## src/hw/rtl/assert_macros.svh

```systemverilog
// Assertion macros for the RTL of the station detection table.
// Each macro expects signals named clk and rst_n in the enclosing module.
`ifndef ASSERT_MACROS_SVH
`define ASSERT_MACROS_SVH

// Expression must hold at every clock edge out of reset.
`define ASSERT_ALWAYS(lbl, expr, msg) \
  lbl: assert property (@(posedge clk) disable iff (!rst_n) (expr)) else $error(msg);

// Consequent must hold in the same cycle as the antecedent.
`define ASSERT_IMPLIES(lbl, ante, cons, msg) \
  lbl: assert property (@(posedge clk) disable iff (!rst_n) (ante) |-> (cons)) else $error(msg);

// Consequent must hold in the cycle after the antecedent.
`define ASSERT_NEXT(lbl, ante, cons, msg) \
  lbl: assert property (@(posedge clk) disable iff (!rst_n) (ante) |=> (cons)) else $error(msg);

`endif

```

## src/hw/rtl/sdt_pkg.sv

```systemverilog
// Package for the station detection table: sizes, beat payload types,
// status codes and the token that walks the cell chain. No dependencies.
`default_nettype none

package sdt_pkg;

  localparam int TABLE_ENTRIES = 64;
  localparam int IDX_W         = (TABLE_ENTRIES > 1) ? $clog2(TABLE_ENTRIES) : 1;
  localparam int CNT_W         = $clog2(TABLE_ENTRIES + 1);
  localparam int ENTRY_IDX_W   = 6;

  typedef enum logic [1:0] {
    ST_UPDATED  = 2'd0,
    ST_INSERTED = 2'd1,
    ST_DROPPED  = 2'd2
  } status_t;

  typedef struct packed {
    logic [47:0]        station_mac;
    logic signed [7:0]  signal_strength;
    logic [3:0]         radio_channel;
    logic [31:0]        time_ms;
    logic [5:0]         signature_index;
    logic               name_present;
  } obs_t;

  typedef struct packed {
    status_t                  status;
    logic [ENTRY_IDX_W-1:0]   entry_index;
    logic [31:0]              seen_count;
    logic signed [7:0]        peak_strength;
    logic [31:0]              first_seen_ms;
    logic                     adopt_name;
  } result_t;

  // Token handed from cell to cell. remaining counts occupied slots still
  // ahead of the token; idx is the slot the token is at (or finished at).
  typedef struct packed {
    obs_t               obs;
    logic [CNT_W-1:0]   remaining;
    logic [IDX_W-1:0]   idx;
    logic               done;
    status_t            status;
    logic [31:0]        count;
    logic signed [7:0]  peak;
    logic [31:0]        first;
    logic               adopt;
  } token_t;

  // Slot number modulo 64, for the result beat.
  function automatic logic [ENTRY_IDX_W-1:0] to_entry_index(input logic [IDX_W-1:0] idx);
    logic [IDX_W+ENTRY_IDX_W-1:0] wide;
    wide = {{ENTRY_IDX_W{1'b0}}, idx};
    return wide[ENTRY_IDX_W-1:0];
  endfunction

endpackage

`default_nettype wire

```

## src/hw/rtl/sdt_cell.sv

```systemverilog
// One slot of the station table: holds a single entry and passes the
// lookup token on to the next slot. Depends on sdt_pkg.
`default_nettype none

module sdt_cell
  import sdt_pkg::*;
(
  input  wire logic   clk,
  input  wire logic   rst_n,
  input  wire logic   advance,
  input  wire logic   vld_i,
  input  wire token_t tok_i,
  output logic        vld_o,
  output token_t      tok_o
);

  // Entry contents
  logic [47:0]       mac_r;
  logic [31:0]       count_r;
  logic signed [7:0] peak_r;
  logic [3:0]        channel_r;
  logic [31:0]       first_time_r;
  logic [31:0]       last_time_r;
  logic [5:0]        signature_r;
  logic              name_known_r;

  logic              vld_r;
  token_t            tok_r;
  token_t            tok_nxt;

  logic              occ;
  logic              hit;
  logic              ins;
  logic [31:0]       count_nxt;
  logic signed [7:0] peak_nxt;
  logic              adopt_nxt;

  always_comb begin
    occ       = (tok_i.remaining != '0);
    hit       = vld_i && !tok_i.done && occ && (mac_r == tok_i.obs.station_mac);
    ins       = vld_i && !tok_i.done && !occ;
    count_nxt = (count_r == '1) ? count_r : count_r + 32'd1;
    peak_nxt  = ($signed(tok_i.obs.signal_strength) > $signed(peak_r)) ?
                tok_i.obs.signal_strength : peak_r;
    adopt_nxt = !name_known_r && tok_i.obs.name_present;

    tok_nxt           = tok_i;
    tok_nxt.remaining = occ ? tok_i.remaining - CNT_W'(1) : '0;
    tok_nxt.idx       = (hit || ins || tok_i.done) ? tok_i.idx : tok_i.idx + IDX_W'(1);
    if (hit) begin
      tok_nxt.done   = 1'b1;
      tok_nxt.status = ST_UPDATED;
      tok_nxt.count  = count_nxt;
      tok_nxt.peak   = peak_nxt;
      tok_nxt.first  = first_time_r;
      tok_nxt.adopt  = adopt_nxt;
    end else if (ins) begin
      tok_nxt.done   = 1'b1;
      tok_nxt.status = ST_INSERTED;
      tok_nxt.count  = 32'd1;
      tok_nxt.peak   = tok_i.obs.signal_strength;
      tok_nxt.first  = tok_i.obs.time_ms;
      tok_nxt.adopt  = tok_i.obs.name_present;
    end
  end

  always_ff @(posedge clk) begin
    if (advance && ins) begin
      mac_r        <= tok_i.obs.station_mac;
      count_r      <= 32'd1;
      peak_r       <= tok_i.obs.signal_strength;
      channel_r    <= tok_i.obs.radio_channel;
      first_time_r <= tok_i.obs.time_ms;
      last_time_r  <= tok_i.obs.time_ms;
      signature_r  <= tok_i.obs.signature_index;
      name_known_r <= tok_i.obs.name_present;
    end else if (advance && hit) begin
      count_r      <= count_nxt;
      peak_r       <= peak_nxt;
      channel_r    <= tok_i.obs.radio_channel;
      last_time_r  <= tok_i.obs.time_ms;
      name_known_r <= name_known_r | adopt_nxt;
    end
  end

  always_ff @(posedge clk) begin
    if (!rst_n) begin
      vld_r <= 1'b0;
    end else if (advance) begin
      vld_r <= vld_i;
    end
  end

  always_ff @(posedge clk) begin
    if (advance) begin
      tok_r <= tok_nxt;
    end
  end

  assign vld_o = vld_r;
  assign tok_o = tok_r;

endmodule

`default_nettype wire

```

## config.mk

```make
export PLATFORM = sky130hd
export DESIGN_NAME = sdt_cell
export DESIGN_NICKNAME = d
export VERILOG_FILES = /design/src/hw/rtl/assert_macros.svh /design/src/hw/rtl/sdt_pkg.sv /design/src/hw/rtl/sdt_cell.sv
export SDC_FILE = /design/constraint.sdc
export NUM_CORES = 1
export LEC_CHECK = 0
export BUFFER_PORTS_ARGS = -buffer_cell sky130_fd_sc_hd__buf_2
export CORE_ASPECT_RATIO = 1.5
export CORE_MARGIN = 1.5
export CORE_UTILIZATION = 45
export DETAILED_ROUTE_END_ITERATION = 7
export GPL_TIMING_DRIVEN = 0
export PLACE_DENSITY = 0.74
export SETUP_SLACK_MARGIN = 0.3
export SYNTH_ARGS = -nofsm -noshare
export SYNTH_HDL_FRONTEND = slang
export SYNTH_SLANG_ARGS = --single-unit
```

## constraint.sdc

```tcl
create_clock -name clk -period 4.39 [get_ports clk]
set_input_delay 1.317 -clock clk [delete_from_list [all_inputs] [get_ports clk]]
set_output_delay 1.317 -clock clk [all_outputs]
set_load 0.03 [all_outputs]
```

==> results.json <==
{
  "rsz0062_at_grt": "no",
  "fin_crit_sh": 0.870,
  "clk_latency_ns": 0.57,
  "ff_latch_area_sq_um": 8980,
  "ys_types": 56,
  "status": "completed",
  "path_cells": "buf_2 -> inv_1 -> ha_1 -> nor3b_1 -> and3_1 -> clkbuf_1 -> nand2_1 -> nand2_1 -> mux2_2",
  "critPathKind": "in2reg",
  "syn-num-nets": 1216,
  "ys_seq_area_frac": 0.682,
  "ys_warn_count": 0,
  "holdCritPathClass": "reg2reg",
  "fp.coreArea_sq_um": 28700,
  "syn_avg_cell_area_sq_um": 13.0,
  "final_common_cell": "buf_2",
  "maxCapViolCount": 0,
  "die-area_sq_um": 30300,
  "skew_ns": 0.0157,
  "p_leak_uw": 0.00667,
  "tightestPinTransition_ns": 0.908,
  "crit_fanout": 10,
  "startpoint_type": "input port",
  "final.setup.worst_slack_ns": 0.571,
  "routabilityCongestion": 0.905,
  "drtPass1Iterations": 5,
  "ios": 381,
  "ant_nets": 0,
  "place_ws_ns": -0.506,
  "p_per_area_nw_per_um2": 413,
  "dpl.hpwl_mm": 27.3,
  "synth_area_leaders": "edfxtp_1 (63%), dfxtp_1 (5.0%), xor2_1 (4.3%)",
  "final_cell_mix": "buf_2 (385), edfxtp_1 (277), nand2_1 (116), nand3_1 (72), xor2_1 (65)",
  "cpMaxStageDelayCell": "clkbuf_1",
  "grtUsageTotal": 0.242,
  "grt_pass1_wl_mm": 55.2,
  "num-fill-cells": 2454,
  "netlist_area_sq_um": 13200,
  "cts_sinks": 310,
  "critPathRequiredTime_ns": 4.70,
  "finalSetupTns_ns": 0,
  "setup_viol": 0,
  "drtIter0Drc": 531,
  "fmax_mhz": 262,
  "clockBufferDepth": 3,
  "crit_top_cell": "nand2_1",
  "antenna_found_initial": 7,
  "synth_seq_cells": 310,
  "finalHoldViolCount": 0,
  "crit_arrival_ns": 4.13,
  "final_layout_size_suffix_gt1_frac": 0.320,
  "dp.cells": 1785,
  "grt_start_max_net_pins": 128,
  "wl_mm": 36.9,
  "route.detailed.drc": 0,
  "slowest_delay_ns": 0.68,
  "nNetsFinal": 1631,
  "cts_made_buffers": 30,
  "rows": 76,
  "synth_edf_count": 277,
  "maxSlewViolCount": 0,
  "first_global_vias": 9998,
  "stdcell_count": 1844,
  "clkTransAtPathRegs_ns": 0.07,
  "cp-end-kind": "register",
  "synthArstFlopShare": 0,
  "avgRoutedWirePerCell_microns": 20.0,
  "ir_drop_v": 0.000368,
  "htreeDepth": 1,
  "multi_input_area_sq_um": 3910,
  "place_area_sq_um": 15600,
  "grt_remaining_overflow": 0,
  "cts_root_buf": "clkbuf_16",
  "start_util": 0.459,
  "yosys.area.top_type": "edfxtp_1",
  "max_slew_margin": 0.394,
  "cts_tree": "yes",
  "layout_min_cycle_time_ns": 3.82,
  "die_h_microns": 213,
  "die_w_microns": 143,
  "port_buffers": 380,
  "syn2layout_area_growth_pct": 26.9,
  "vias": 9975,
  "yosys.area.top_type_share": 0.632,
  "synthCells": 1012,
  "routed_via_density": 5.41,
  "ys.flop_type": "edfxtp_1",
  "finalInstanceArea_sq_um": 16700
}
==> kinds of logic (layout without fill, tap and decap cells) <==
family | after synthesis | in the layout | synth area share
other | 0 | 3 | 0
AO/OA/AOI/OAI | 129 | 129 | 0.0685
buffers and inverters | 75 | 514 | 0.0219
AND/OR/NAND/NOR | 393 | 393 | 0.152
flip-flops | 310 | 310 | 0.682
adder cells (fa/ha/maj) | 12 | 12 | 0.0114
multiplexers | 15 | 15 | 0.0123
XOR/XNOR | 78 | 78 | 0.0519
==> stage by stage <==
step                 util  hold slack [ns]  total power, uW
finish              0.582            0.490             6900
global route        0.582            0.539             7080
CTS                 0.581            0.496             6930
detailed placement  0.545            0.484             4210
global placement    0.542            0.464             4210
floorplan               -            0.448             3880
==> sequential cells by signal (all words and copies together), names as in the netlist <==
register and flops:
peak_r 8, vld_o 1, mac_r 48, tok_o 188, count_r 32, first_time_r 32
name_known_r 1
==> cells in the mapped netlist (all sizes together) (10+ instances only) <==
cell    instances
buf            12
ha             12
nand3          72
o21ai          34
dfxtp          33
xnor2          13
nor2           60
nor2b          22
inv            24
nor3           10
clkbuf         38
nor4           25
xor2           65
a31oi          35
edfxtp        277
nand4          24
nand2         116
or4            22
o211ai         23
==> path summary, 6_finish.rpt <==
kind / start / end / slack (ns) / depth (start not counted)
worst max-delay path: tok_i[82] / peak_r[7] / 0.57 / 9
worst max register to register: mac_r[16] / tok_o[17] / 1.21 / 8
worst min register to register: count_r[15] / count_r[15] / 0.49 / 2
worst min-delay path: count_r[15] / count_r[15] / 0.49 / 2
==> where the power goes <==
| group | internal (uW) | total [uW] | switching (uW) |
|---|---|---|---|
| Combinational | 217 | 734 | 517 |
| Clock | 1600 | 2750 | 1150 |
| Sequential | 3370 | 3410 | 39.3 |
| Total | 5190 | 6900 | 1710 |
==> routing by layer <==
metal | vias up | wire (microns) | global-route usage
met1 | 4790 | 13700 | 0.276
li1 | 4653 | - | -
met5 | - | 47 | 0
met3 | 99 | 2320 | 0.0437
met4 | 8 | 1730 | 0.118
met2 | 425 | 19100 | 0.436
==> cell type report <==
cell class | count | area share
Timing Repair Buffer | 383 | 0.118
Multi-Input combinational cell | 627 | 0.234
Sequential cell | 310 | 0.537
Antenna cell | 3 | 0.000449
Buffer | 50 | 0.0119
Tap cell | 390 | 0.0292
Clock buffer | 35 | 0.0473
Clock inverter | 21 | 0.0154
Inverter | 25 | 0.00584
==> critical path, delay by kind of cell <==
family                     cells  cell delay (ns)
and+or+nand+nor                4             1.37
buffers and inverters          3             0.88
adders and majority gates      1             0.17
muxes                          1             0.38
==> repair_timing <==
action | CTS | global route
hold buffers | 0 | 0
gates cloned | 0 | 0
setup endpoints to repair | 18 | 46
buffers inserted | 0 | 0
gates resized for setup | 2 | 5
No activity file was read; power rests on OpenSTA's default activity.
